`src/sv/sacld_ram.sv`:
```
// Set row memory: one write port, one read port, registered read data.
`timescale 1ns / 1ps
`default_nettype none

module sacld_ram #(
  parameter int DEPTH  = 64,
  parameter int WIDTH  = 8,
  parameter int ADDR_W = $clog2(DEPTH)
) (
  input  wire logic              clk,
  input  wire logic              we,
  input  wire logic [ADDR_W-1:0] waddr,
  input  wire logic [WIDTH-1:0]  wdata,
  input  wire logic              re,
  input  wire logic [ADDR_W-1:0] raddr,
  output logic      [WIDTH-1:0]  rdata
);

  logic [WIDTH-1:0] mem [DEPTH];

  // Write one row
  always_ff @(posedge clk) begin
    if (we) begin
      mem[waddr] <= wdata;
    end
  end

  // Read one row; hold the data between reads
  always_ff @(posedge clk) begin
    if (re) begin
      rdata <= mem[raddr];
    end
  end

endmodule

`default_nettype wire

```
`config.mk`:
```
export PLATFORM = sky130hd
export DESIGN_NAME = sacld_ram
export DESIGN_NICKNAME = d
export VERILOG_FILES = /design/src/sv/sacld_ram.sv
export SDC_FILE = /design/constraint.sdc
export NUM_CORES = 1
export LEC_CHECK = 0
export ABC_AREA = 1
export BUFFER_PORTS_ARGS = -buffer_cell sky130_fd_sc_hd__buf_2
export CAP_MARGIN = 20
export CORE_ASPECT_RATIO = 1.25
export CORE_MARGIN = 2
export CORE_UTILIZATION = 40
export DETAILED_ROUTE_END_ITERATION = 10
export HOLD_SLACK_MARGIN = 0.05
export PLACE_DENSITY_LB_ADDON = 0.25
export SETUP_SLACK_MARGIN = 0.1
export SLEW_MARGIN = 10
export SYNTH_ARGS = -nofsm -noshare
export SYNTH_HDL_FRONTEND = slang
export SYNTH_SLANG_ARGS = --single-unit
export TNS_END_PERCENT = 50
```
`constraint.sdc`:
```
create_clock -name clk -period 2.3 [get_ports clk]
set_input_delay 0 -clock clk [delete_from_list [all_inputs] [get_ports clk]]
set_output_delay 0 -clock clk [all_outputs]
set_load 0.05 [all_outputs]
```
==> flow_summary.yaml <==
sta:
  finalSetupTns_ns: 0
  hold_viol_final: 0
  rsz0062_at_grt: "false"
  fin_hold_ws_ns: 0.177
  slew_violations: 0
  finalSetupViolations: 0
  setup_slack_ns: 0.300
  finalCritPeriodShare: 0.869
  maxSlewHeadroom: 0.523
  worst_pin_slew_ns: 0.713
  finClkSkew_ns: 0.0131
  fmax_mhz: 500
  min_period_ns: 2.00
power:
  p_clk_frac: 0.412
  p_leak_nw: 8.90
  power.density_nw_per_um2: 827
  p_int_mw: 15.7
  p_switching_mw: 4.51
  p_comb_frac: 0.067
  irDropWorstVdd_mv: 0.529
  finalPower_mw: 20.2
  share_seq_of_total_power: 0.521
  netSwitchingFraction: 0.223
yosys:
  syn_nets: 1828
  synthDistinctLibCells: 15
  syn_inst: 1805
  ys_seq_elements: 520
  yosys_warnings: 0
  synth_area_per_cell_um2: 11.9
  ys_seq_area_frac: 0.729
  syn-cell-area_um2: 21400
critical_path:
  r2r_end: "rdata[0]"
  cp-end-kind: "flop"
  crit_chain: "nand2_1 > nand3_1 > nand3_1 > nand2_1 > nand2_1 > nand3_1 > nand3_1 > dlygate4sd3_1 > nand2_1"
  path_class: "reg2reg"
  slowest_stage: "dlygate4sd3_1"
  rr_worst_depth: 9
  crit_required_ns: 2.65
  reg2reg_from: "mem[39][0]"
  worst-path-stages: 9
  arrival_ns: 2.35
  start_kind: "flop"
  cp.buffers_inverters: 1
  crit_path_max_fanout: 1
  critPathMaxStageDelay_ns: 0.56
  crit_family: "simple AND/OR/NAND/NOR gates"
  r2r_slack_ns: 0.30
  critPathCapture: "rdata[0]"
  cp-startpoint: "mem[39][0]"
route:
  antenna_left: 0
  first_pass_iters: 6
  vias: 14000
  wire_per_inst_um: 22.0
  avgViaCountPerCell: 5.37
  drt_iter0_drc: 1225
  routed_wl_um: 57500
  drc_errors: 0
finish:
  antennaDiodeCount: 0
  layout.area.seq_um2: 15600
  drive_gt1_frac: 0.109
  final_util: 0.463
  multiInputGateArea_um2: 4950
  layout_common_cells: "nand2_1 (648), edfxtp_1 (520), nand3_1 (439), buf_4 (97), nor2_1 (56)"
  finish.net_count: 1924
  final_common_cell: "nand2_1"
  n_fill_cell: 4740
  postLayoutCellArea_um2: 24400
  layout.cells.non_filler: 2615
  area_delta_synth_final_pct: 14.1
placement:
  place_hpwl_um: 34800
  dp_cells: 2505
  place_area_um2: 22600
  gp_congestion: 0.846
  port_buffers: 30
  dp_slack_ns: 0.382
die:
  dieArea_um2: 55400
  start_util: 0.406
  die_x_um: 211
  io_pins: 31
  core-area_um2: 52800
  fp-row-count: 94
  die_y_um: 263
cts:
  cts_made_buffers: 50
  root_buffer: "clkbuf_16"
  cts_tree: "done"
  cts_hold_buf: 16
  cts_setup_buffers: 0
  cts.clk_slew.worst_paths_ns: 0.06
  clockBufferDepth: 3
  htree_levels: 2
  clk_latency_ns: 0.60
  cts_sinks: 520
  cts_resized: 0
global_route:
  antenna_found_initial: 2
  grt_pass1_wl_um: 86400
  overflow: 0
  grt_use_total: 0.208
  grt_pass1_vias: 13900
  grt_max_degree: 122
worst_hold_path:
  hp-class: "in2reg"
run:
  cap_violations: 0
status:
  status: "finished clean"
[worst register-to-register path: cells and delay by family, from the launching register on]
| kind | cells | cell delay (ns) |
|---|---|---|
| and+or+nand+nor | 8 | 0.84 |
| buffers and inverters | 1 | 0.56 |
| DFF | 1 | 0.35 |
[flip-flops by register name, indices dropped and copies added (netlist names)]
name,flops
rdata,8
mem,512
[worst min-delay path by stage]
| stage | from | end | cells after the start | slack (ns) |
|---|---|---|---|---|
| floorplan | wdata[0] | mem[0][0] | 0 | 0.1 |
| global placement | re | rdata[0] | 1 | 0.40 |
| detailed placement | re | rdata[0] | 1 | 0.40 |
| CTS | we | mem[62][7] | 4 | 0.16 |
| global route | we | mem[38][3] | 4 | 0.20 |
| finish | we | mem[62][7] | 4 | 0.18 |
[synth_stat cells, drive strengths merged]
master / count / share of area
nor4: 8 / 0.0023
edfxtp: 520 / 0.73
nor2: 56 / 0.0098
clkbuf: 15 / 0.0026
nand3: 439 / 0.10
nand4: 9 / 0.0026
buf: 98 / 0.035
inv: 12 / 0.0023
nand2: 648 / 0.11
[area by class of cell]
cell class	count	area share
flip-flops and latches	520	0.639
multi-input cells	1160	0.202
clock buffers	62	0.0556
repair buffers	157	0.0548
well taps	672	0.0344
clock inverters	32	0.0121
inverters	12	0.00215
[cell families after synthesis]
group	share of synthesized area
buf+inv	0.0401
simple gates	0.231
flops	0.729
[per-layer routing]
layer	global-route usage	share of wire	wire length, um
met5	0	0.00057	33
met4	0.0797	0.035	2040
met3	0.0288	0.058	3320
met2	0.357	0.51	29400
met1	0.268	0.40	22700
[power groups by stage]
stage | clock network, mW | registers, mW | logic [mW]
finish | 8.34 | 10.5 | 1.35
global route | 8.82 | 10.5 | 1.47
CTS | 8.48 | 10.5 | 1.36
detailed placement | 0 | 10.7 | 1.33
global placement | 0 | 10.7 | 1.33
floorplan | 0 | 10.8 | 0.737
Note: power is estimated with default switching activity, not from simulation.
