File: src/sv/sacld_set_update.sv
// Tag compare, victim choice and rank/dirty update of one set row.
`timescale 1ns / 1ps
`default_nettype none

module sacld_set_update #(
  parameter int NUM_WAYS  = 4,
  parameter int TAG_BITS  = 20,
  parameter int WAY_BITS  = 2,
  parameter int RANK_BITS = 3
) (
  input  wire logic                               is_write,
  input  wire logic [TAG_BITS-1:0]                tag,
  input  wire logic [NUM_WAYS-1:0][TAG_BITS-1:0]  row_tag,
  input  wire logic [NUM_WAYS-1:0][RANK_BITS-1:0] row_rank,
  input  wire logic [NUM_WAYS-1:0]                row_dirty,
  input  wire logic [RANK_BITS-1:0]               row_filled,
  output logic                                    hit,
  output logic      [WAY_BITS-1:0]                way,
  output logic                                    writeback,
  output logic      [TAG_BITS-1:0]                victim_tag,
  output logic      [NUM_WAYS-1:0][TAG_BITS-1:0]  new_tag,
  output logic      [NUM_WAYS-1:0][RANK_BITS-1:0] new_rank,
  output logic      [NUM_WAYS-1:0]                new_dirty,
  output logic      [RANK_BITS-1:0]               new_filled
);

  localparam logic [RANK_BITS-1:0] RANK_LAST  = RANK_BITS'(NUM_WAYS);
  localparam logic [RANK_BITS-1:0] RANK_FIRST = RANK_BITS'(1);

  logic                 full;
  logic [WAY_BITS-1:0]  hit_way;
  logic                 lru_found;
  logic [WAY_BITS-1:0]  lru_way;
  logic [RANK_BITS-1:0] touch_rank;

  // Compare the tag in the filled ways; first match wins
  always_comb begin
    hit     = 1'b0;
    hit_way = '0;
    for (int i = 0; i < NUM_WAYS; i++) begin
      if (!hit && (RANK_BITS'(i) < row_filled) && (row_tag[i] == tag)) begin
        hit     = 1'b1;
        hit_way = WAY_BITS'(i);
      end
    end
  end

  // Pick the way ranked least recent, way 0 when none carries that rank
  always_comb begin
    lru_found = 1'b0;
    lru_way   = '0;
    for (int i = 0; i < NUM_WAYS; i++) begin
      if (!lru_found && (row_rank[i] == RANK_LAST)) begin
        lru_found = 1'b1;
        lru_way   = WAY_BITS'(i);
      end
    end
  end

  // Choose the way: hit way, else next free way, else the victim
  always_comb begin
    full = (row_filled >= RANK_LAST);
    if (hit) begin
      way = hit_way;
    end else if (!full) begin
      way = row_filled[WAY_BITS-1:0];
    end else begin
      way = lru_way;
    end
    new_filled = (!hit && !full) ? row_filled + RANK_FIRST : row_filled;
    writeback  = !hit && full && row_dirty[lru_way];
    victim_tag = row_tag[lru_way];
  end

  // Install the tag on a miss and update the dirty bit
  always_comb begin
    new_tag = row_tag;
    if (!hit) begin
      new_tag[way] = tag;
    end
    new_dirty      = row_dirty;
    new_dirty[way] = is_write | (hit & row_dirty[way]);
  end

  // Age the filled ways that were more recent than the touched one
  always_comb begin
    touch_rank = row_rank[way];
    for (int i = 0; i < NUM_WAYS; i++) begin
      if ((RANK_BITS'(i) < new_filled) && (row_rank[i] < touch_rank)) begin
        new_rank[i] = row_rank[i] + RANK_FIRST;
      end else begin
        new_rank[i] = row_rank[i];
      end
    end
    new_rank[way] = RANK_FIRST;
  end

endmodule

`default_nettype wire

File: config.mk
export PLATFORM = sky130hd
export DESIGN_NAME = sacld_set_update
export DESIGN_NICKNAME = d
export VERILOG_FILES = /design/src/sv/sacld_set_update.sv
export SDC_FILE = /design/constraint.sdc
export NUM_CORES = 1
export LEC_CHECK = 0
export BUFFER_PORTS_ARGS = -buffer_cell sky130_fd_sc_hd__buf_2
export CAP_MARGIN = 10
export CORE_MARGIN = 5
export CORE_UTILIZATION = 45
export DETAILED_ROUTE_END_ITERATION = 12
export PLACE_DENSITY = 0.82
export SLEW_MARGIN = 15
export SYNTH_ARGS = -nofsm -noshare
export SYNTH_HDL_FRONTEND = slang
export SYNTH_SLANG_ARGS = --single-unit
File: constraint.sdc
create_clock -name vclk -period 4.1
set_clock_uncertainty 0.15 [all_clocks]
set_input_delay 0.205 -clock vclk [all_inputs]
set_output_delay 0.205 -clock vclk [all_outputs]
set_load 0.005 [all_outputs]
==> results of run 1 <==
-- repair_timing --
action	in CTS	in global routing
endpoints found under the setup margin	0	2
hold buffers	0	0
gates resized for setup	0	2
-- cells by family after synthesis --
family / synth area share [%]
XOR/XNOR: 17.73
buffers and inverters: 8.984
AND/OR/NAND/NOR: 26.10
AO/OA/AOI/OAI: 16.91
adder cells (fa/ha/maj): 3.751
multiplexers: 26.53
-- layout make-up --
class | instances | area [um^2]
tap | 111 | 138.9
inverter | 13 | 48.80
multi-input combinational | 486 | 3777
timing repair buffer | 257 | 1321
fill | 867 | 3822
-- cells in the mapped netlist, types with 3 or more instances --
cell,number
mux2_2,87
nand2_1,63
xor2_1,50
xnor2_1,30
clkbuf_1,24
nor2_1,24
a31oi_1,23
and3_1,22
a211oi_1,20
nor4_1,20
nor3_1,15
nand3_1,14
nand4_1,13
a21oi_1,12
buf_6,12
inv_1,11
buf_2,9
ha_1,9
mux2i_1,5
o21ai_0,5
o21ai_1,4
or2_2,4
and2_1,3
buf_1,3
clkbuf_8,3
nand2b_1,3
o21a_1,3
-- routing by layer --
metal  track usage, %  wire, um  vias up
met5                0         0        -
met4            10.36       655        0
met1            33.47      6370     2376
li1                 -         -     2443
met2            51.18      8387      316
met3            4.042      1363       56
-- how the worst max path moves through the flow --
stage	from	endpoint	slack, ps	depth (start not counted)
3_3_place_gp	tag[9]	new_rank[10]	220	14
4_1_cts	tag[9]	new_rank[0]	190	13
5_1_grt	tag[7]	new_rank[0]	20	14
6_report	tag[9]	new_rank[0]	200	13
2_1_floorplan	tag[10]	new_rank[0]	670	13
3_5_place_dp	tag[9]	new_rank[0]	210	13
-- where the power goes --
group	leakage, nW	internal [mW]	switching [mW]
Sequential	0	0	0
Combinational	2.46	0.359	0.421
Clock	0	0	0
-- worst max-delay path, stage by stage --
cell and delay (ps):
buf_2 160, xnor2_1 330, nor4b_4 270, nand4_1 120, or4b_4 560, a31oi_4 260
mux2i_1 390, mux2i_4 180, a21oi_1 200, o21ai_0 150, a22oi_1 250, mux2_1 350
buf_2 130
-- through the flow --
stage	hold WS (ps)	setup slack [ps]	cells	instance area, um^2
floorplan	315.3	670.7	550	4136
global placement	596.5	222.9	867	5279
detailed placement	598.3	205.0	867	5279
CTS	600.8	187.6	867	5279
global route	607.9	24.66	867	5286
finish	599.0	198.5	867	5286
==> metrics.md, run 1 <==
| Metric | Value |
|---|---|
| Run status | completed |
| Share of Yosys cell area claimed by the top area cell type | roughly a quarter |
| Peak Freq | about 260 MHz |
| Max Slew Vio Count | 0 |
| Antenna Nets Post-Route | 0 |
| Pwr dens | about 150 nW/um^2 |
| Flip-flop and latch area | 0 um^2 |
| Initial core utilization | 45.41% |
| Standby leakage power | ~2.5 nW |
| # clk buffers | 0 |
| Worst Hold Path Cells | 3 |
| Vias per inst | 5.987 |
| Max-capacitance violation count | 0 |
| Worst hold endpoint | new_tag[25] |
| Post-Synthesis Mean Instance Area | between 7 and 8 um^2 |
| Final cycle utilization of the critical path | approximately 95% |
| Detailed placement HPWL | approximately 14 mm |
| Number of failing hold endpoints at the final stage | 0 |
| Min Clock Period, post-route | 3901 ps |
| Top cells by area, synth | mux2_2, xor2_1, xnor2_1 |
| Min-Delay Startpoint | row_tag[25] |
| GRT overflow | 0 |
| Die boundary width | approximately 110 um |
| Worst path arrival time | around 3600 ps |
| Number of global-route vias before repair | ~5200 |
| Yosys Warn Count | 0 |
| Overall power | 0.7799 mW |
| Proportion of layout cells with a drive suffix above 1 | between 50 and 60% |
| Peak supply drop | 98.78 uV |
| Kind of start point of the critical path | input pin |
| Required time of the worst setup path | between 3000 and 4000 ps |
| Total Neg Setup Slack | 0 ps |
| Area of the die | roughly 11000 um^2 |
| Boundary pin count | around 240 |
| First-pass GRT wire length | around 26 mm |
| Cell row count | 35 |
| Synthesis-to-layout area growth | 27.80% |
| Final net count | between 800 and 900 |
| Final core utilization | between 50% and 60% |
| Buffers inserted during post-CTS setup optimization | 0 |
| Via total after detailed routing | 5191 |
| Category of the critical setup timing path | in2out |
| Largest net degree at the start of global routing | 42 |
| Most common cell after layout, fill and taps aside | buf_2 |
| Post-synthesis cell area | 4136 um^2 |
| Initial antenna violation count | 0 |
| Distinct cells, synth | 74 |
| Sequential share of the synthesized area | 0% |
| Setup-violating endpoint count in the final report | 0 |
| First-pass detailed-route iteration total | 6 |
| Commonest non-fill, non-tap cells in the layout | buf_2, mux2_2, nand2_1 |
| WL per Instance | between 15 and 20 um |
| Setup repair after global routing missed its margin | no |
| Count of routing violations after the opening detailed-route iteration | between 300 and 400 |
| Transition time of the tightest slew-check pin | about 830 ps |
| DRC violation count after routing | 0 |
| Routability cong. | roughly 1.0 |
| Synthesized instance count | 550 |
| Total Routing Usage GR | 28.22% |
| Syn_nets | just under 700 |
| Wirelength, routed | about 17 mm |
| Area leader, netlist | mux2_2 |
| CP Max Fanout | 8 |
| IO buf count | between 200 and 250 |
| Worst Setup End Kind | primary output |
| Chip Height | 105.9 um |
| FF+latch count | 0 |
| Path class of the lowest-slack min-delay path | in2out |
| Worst rel slew slack | around 45% |
| # diodes | 0 |
| Placeable core area | a little over 9000 um^2 |
(Power assumes the default switching activity.)
==> run 2, diff against run 1 <==
--- a/config.mk
+++ b/config.mk
@@ -11,6 +11,7 @@
 export CORE_UTILIZATION = 45
 export DETAILED_ROUTE_END_ITERATION = 12
 export PLACE_DENSITY = 0.82
+export REMOVE_ABC_BUFFERS = 1
 export SLEW_MARGIN = 15
 export SYNTH_ARGS = -nofsm -noshare
 export SYNTH_HDL_FRONTEND = slang
==> metrics.md, run 2 (same netlist as run 1, synthesis figures left out) <==
| Metric | Value |
|---|---|
| Peak Freq | 253.6 MHz (-1.0%) |
| Required time of the worst setup path | 3740 ps (about the same) |
| # placed instances | 870 (+0.35%) |
| Category of the critical setup timing path | in2out |
| Max-capacitance violation count | 0 (unchanged) |
| Internal power of the cells | 0.3621 mW (+1.0%) |
| Via total after detailed routing | 5194 (+0.058%) |
| Number of non-filler instances in the completed layout | 872 (+0.58%) |
| Peak supply drop | 75.02 uV (-24%) |
| Number of global-route vias before repair | 5148 (-0.21%) |
| Number of failing hold endpoints at the final stage | 0 (unchanged) |
| Final net count | 892 (+0.56%) |
| Worst hold endpoint | new_tag[36] |
| Standby leakage power | 2.486 nW (+1.2%) |
| Die boundary width | 105.9 um (unchanged) |
| Wirelength, routed | 16.76 mm (-0.11%) |
| Worst Setup End Kind | primary output |
| IO buf count | 243 (unchanged) |
| Min-Delay Startpoint | row_tag[36] |
| Total Routing Usage GR | 28.01% (-0.22 points) |
| CP Max Fanout | 8 (unchanged) |
| Count of routing violations after the opening detailed-route iteration | 318 (-11%) |
| Routability cong. | 0.9942 (-4.4%) |
| Synthesis-to-layout area growth | 28.80% |
| Path class of the lowest-slack min-delay path | in2out |
| Area of the die | 11210 um^2 (unchanged) |
| FF+latch count | 0 (unchanged) |
| # diodes | 0 (unchanged) |
| Largest net degree at the start of global routing | 42 (unchanged) |
| Switching share of total power | 53.86% (-0.17 points) |
| Chip Height | 105.9 um (unchanged) |
| Boundary pin count | 243 (unchanged) |
| Max Slew Vio Count | 0 (unchanged) |
| # clk buffers | 0 (unchanged) |
| Final cycle utilization of the critical path | 96.16% (+1.0 points) |
| Detailed placement HPWL | 13.80 mm (+0.24%) |
| Share of total power in the clock network | 0% (unchanged) |
| First-pass GRT wire length | 26.21 mm (-0.44%) |
| Run status | completed |
| Initial antenna violation count | 0 (unchanged) |
| Worst Hold Path Cells | 3 (unchanged) |
| Antenna Nets Post-Route | 0 (unchanged) |
| Initial core utilization | 45.41% (unchanged) |
| Combined area of the multi-input logic cells | 3781 um^2 (about the same) |
| Cell row count | 35 (unchanged) |
| Placeable core area | 9109 um^2 (unchanged) |
| Fill cell count | 892 (+2.9%) |
| Most common cell after layout, fill and taps aside | buf_2 |
| First-pass detailed-route iteration total | 5 (-1) |
| Pwr dens | 147.3 nW/um^2 (-0.14%) |
| Number of buffers inserted for hold repair after clock tree synthesis | 0 (unchanged) |
| Setup-violating endpoint count in the final report | 0 (unchanged) |
| Setup repair after global routing missed its margin | no |
| Worst rel slew slack | 59.76% (+15 points) |
| Flip-flop and latch area | 0 um^2 (unchanged) |
| Combinational Power Share | 100.0% (about the same) |
| Final core utilization | 58.49% (+0.45 points) |
| Min Clock Period, post-route | 3943 ps (+41.23 ps) |
| DRC violation count after routing | 0 (unchanged) |
| Transition time of the tightest slew-check pin | 603.7 ps (-223.6 ps) |
| Worst path arrival time | 3590 ps (+40 ps) |
| Total Neg Setup Slack | 0 ps (unchanged) |
| Switching power summed over all nets | 0.4227 mW (+0.32%) |
| WL per Instance | 19.22 um (-0.69%) |
| Register share of total power | 0% (unchanged) |
| Kind of start point of the critical path | input pin |
| Commonest non-fill, non-tap cells in the layout | buf_2, mux2_2, nand2_1 |
| Proportion of layout cells with a drive suffix above 1 | 50.46% (+0.33 points) |
| GRT overflow | 0 (unchanged) |
| Vias per inst | 5.956 (-0.52%) |
==> run 2: per-layer routing <==
metal	GRT usage (%)	vias up	share of wire, %
li1	-	2464	-
met1	34.58	2403	40
met2	50.73	287	50
met3	3.368	40	8.1
met4	7.956	0	2.6
met5	0	-	0
==> run 2: worst max-delay path by stage <==
stage | end | cells after the start | slack [ps] | start
2_1_floorplan | new_rank[0] | 14 | -1290 | row_rank[9]
3_3_place_gp | new_rank[10] | 14 | 230 | tag[9]
3_5_place_dp | new_rank[10] | 14 | 210 | tag[6]
4_1_cts | new_rank[0] | 14 | 190 | tag[6]
5_1_grt | new_rank[10] | 14 | 20 | tag[9]
6_report | new_rank[0] | 14 | 160 | tag[9]
==> run 2: metrics by stage <==
step           instance area (um^2)  setup WS, ps  hold WS (ps)  power (mW)
2_1_floorplan                  3814         -1291         315.3      0.4157
3_3_place_gp                   5301         231.6         593.5      0.7691
3_5_place_dp                   5301         207.6         594.3      0.7731
4_1_cts                        5301         189.6         598.5      0.7776
5_1_grt                        5328         18.40         616.7      0.8501
6_report                       5328         157.3         598.1      0.7849
==> run 2: timing repair <==
action	CTS	global route
buffers inserted	0	2
endpoints found under the hold margin	0	0
endpoints found under the setup margin	0	2
resized for setup	0	2
==> run 2: final cells by class <==
type,instances,share of cell area (%)
timing repair buffer,262,25.50
tap,111,2.607
multi-input combinational,486,70.97
inverter,13,0.9159
==> run 2: worst max-delay path: stages <==
cell and delay [ps]:
buf_2 160, xnor2_1 320, nor4b_4 260, nand4_1 100, or4b_1 570, a31oi_4 310, inv_2 150, buf_4 180
nand3_1 100, o211a_1 330, o21ai_0 180, a22oi_1 230, mux2_1 350, buf_2 130
==> run 2: power groups by stage <==
| stage | clock [mW] | sequential, mW | combinational, mW |
|---|---|---|---|
| CTS | 0 | 0 | 0.778 |
| finish | 0 | 0 | 0.785 |
| floorplan | 0 | 0 | 0.416 |
| global route | 0 | 0 | 0.850 |
| global placement | 0 | 0 | 0.769 |
| detailed placement | 0 | 0 | 0.773 |
==> run 3, diff against run 2 <==
--- a/config.mk
+++ b/config.mk
@@ -7,10 +7,12 @@
 export LEC_CHECK = 0
 export BUFFER_PORTS_ARGS = -buffer_cell sky130_fd_sc_hd__buf_2
 export CAP_MARGIN = 10
+export CELL_PAD_IN_SITES_DETAIL_PLACEMENT = 1
+export CELL_PAD_IN_SITES_GLOBAL_PLACEMENT = 1
 export CORE_MARGIN = 5
-export CORE_UTILIZATION = 45
+export CORE_UTILIZATION = 31
 export DETAILED_ROUTE_END_ITERATION = 12
-export PLACE_DENSITY = 0.82
+export PLACE_DENSITY_LB_ADDON = 0.1
 export REMOVE_ABC_BUFFERS = 1
 export SLEW_MARGIN = 15
 export SYNTH_ARGS = -nofsm -noshare
==> constraint.sdc (replaced) <==
create_clock -name vclk -period 4.5
set_clock_uncertainty 0.15 [all_clocks]
set_input_delay 0.225 -clock vclk [all_inputs]
set_output_delay 0.225 -clock vclk [all_outputs]
set_load 0.005 [all_outputs]
==> metrics.md, run 3 (same netlist as run 1, synthesis figures left out) <==
| Metric | Value |
|---|---|
| Final cycle utilization of the critical path | slightly above 90% |
| Max-capacitance violation count | 0 (unchanged) |
| Wirelength, routed | 19.79 mm (+18%) |
| Flip-flop and latch area | 0 um^2 (unchanged) |
| GRT overflow | 0 (unchanged) |
| Number of failing hold endpoints at the final stage | 0 (unchanged) |
| Max Slew Vio Count | 0 (unchanged) |
| Cell area after placement | 5345 um^2 (+0.83%) |
| Final core utilization | 40.69% (-18 points) |
| Min-Delay Startpoint | row_tag[36] |
| Overall power | 0.7269 mW (-7.4%) |
| Number of buffers inserted for hold repair after clock tree synthesis | 0 (unchanged) |
| Setup-violating endpoint count in the final report | 0 (unchanged) |
| Worst Setup End Kind | primary output |
| Worst hold endpoint | new_tag[36] |
| Synthesis-to-layout area growth | 29.22% |
| Peak Freq | roughly 240 MHz |
| Path class of the lowest-slack min-delay path | in2out |
| Initial antenna violation count | 0 (unchanged) |
| Peak supply drop | 46.13 uV (-39%) |
| Initial core utilization | 31.49% (-14 points) |
| Buffers inserted during post-CTS setup optimization | 0 (unchanged) |
| Min Clock Period, post-route | ~4200 ps |
| First-pass detailed-route iteration total | 5 (unchanged) |
| Commonest non-fill, non-tap cells in the layout | buf_2, mux2_2, nand2_1 |
| Required time of the worst setup path | 4120 ps (+380 ps) |
| Area of the die | 15750 um^2 (+41%) |
| Routability cong. | 0.9062 (-8.9%) |
| Boundary pin count | 243 (unchanged) |
| Chip Height | 125.5 um (+19%) |
| # diodes | 0 (unchanged) |
| CP Max Fanout | 13 (+5) |
| Worst path arrival time | 3810 ps (+220 ps) |
| Placeable core area | 13140 um^2 (+44%) |
| Cell row count | 42 (+20%) |
| Number of global-route vias before repair | 5406 (+5.0%) |
| Kind of start point of the critical path | input pin |
| Count of instances resized after the clock tree is built | 0 (unchanged) |
| Most common cell after layout, fill and taps aside | buf_2 |
| Via total after detailed routing | 5091 (-2.0%) |
| WL per Instance | 21.28 um (+11%) |
| Transition time of the tightest slew-check pin | 915.2 ps (+311.5 ps) |
| DRC violation count after routing | 0 (unchanged) |
| First-pass GRT wire length | 30.42 mm (+16%) |
| Total Routing Usage GR | 23.48% (-4.5 points) |
| Setup repair after global routing missed its margin | no |
| Run status | completed |
| Standby leakage power | 2.447 nW (-1.5%) |
| Worst rel slew slack | 38.99% (-21 points) |
| Category of the critical setup timing path | in2out |
| Largest net degree at the start of global routing | 42 (unchanged) |
| FF+latch count | 0 (unchanged) |
| Worst Hold Path Cells | 3 (unchanged) |
| Vias per inst | 5.474 (-8.1%) |
| Final net count | 885 (-0.78%) |
| # clk buffers | 0 (unchanged) |
| Antenna Nets Post-Route | 0 (unchanged) |
| Proportion of layout cells with a drive suffix above 1 | 49.73% (-0.73 points) |
| Detailed placement HPWL | 16.53 mm (+20%) |
| Die boundary width | 125.5 um (+19%) |
| Pwr dens | 136.0 nW/um^2 (-7.7%) |
| Count of routing violations after the opening detailed-route iteration | 282 (-11%) |
| Final instance area | 5345 um^2 (+0.33%) |
| IO buf count | 243 (unchanged) |
-- run 3: cell count changes in the layout (fill, tap and decap cells not counted) --
| cell | delta |
|---|---|
| buf_4 | -7 |
| xnor2_1 | +1 |
| mux2i_2 | -1 |
| xnor2_2 | -1 |
| mux2i_1 | +1 |
-- run 3: where the power goes --
group | switching (mW) | total (mW) | internal, mW | leakage [nW]
sequential | 0 | 0 | 0 | 0
clock | 0 | 0 | 0 | 0
combinational | 0.402 | 0.727 | 0.325 | 2.45
total | 0.402 | 0.727 | 0.325 | 2.45
-- run 3: stage by stage --
step	setup slack [ps]	instances	hold WS, ps	setup TNS (ps)
2_1_floorplan	-930.7	499	355.3	-34180
3_5_place_dp	312.7	930	643.4	0
5_1_grt	52.69	930	658.7	0
4_1_cts	309.8	930	644.1	0
3_3_place_gp	395.4	930	635.7	0
6_report	311.9	930	640.4	0
-- run 3: area by class of cell --
cell class	count	area [um^2]
Tap cell	176	220.2
Timing Repair Buffer	255	1306
Multi-Input combinational cell	486	3770
Fill cell	1727	7792
Inverter	13	48.80
-- run 3: layer usage --
metal	vias up	wire length, um	global-route usage (%)
met3	10	1175	2.473
li1	2435	-	-
met1	2468	8609	31.00
met4	0	170	2.168
met2	178	9832	42.64
met5	-	0	0
-- run 3: critical path: stages --
cell	delay [ps]
buf_2	170
xor2_2	230
nor4_2	310
nand4_1	110
or4b_1	630
a31oi_4	450
inv_2	210
mux2i_1	180
o211a_1	300
buf_4	210
maj3_1	320
o21ai_0	170
o311a_1	180
buf_2	110
-- run 3: worst max path at each step --
stage	from	endpoint	slack, ps
after floorplan	row_rank[9]	new_rank[0]	-930
final	tag[6]	new_rank[10]	310
after CTS	tag[6]	new_rank[4]	310
after global routing	tag[9]	new_rank[4]	50
after detailed placement	tag[6]	new_rank[4]	310
after global placement	tag[6]	new_rank[10]	400
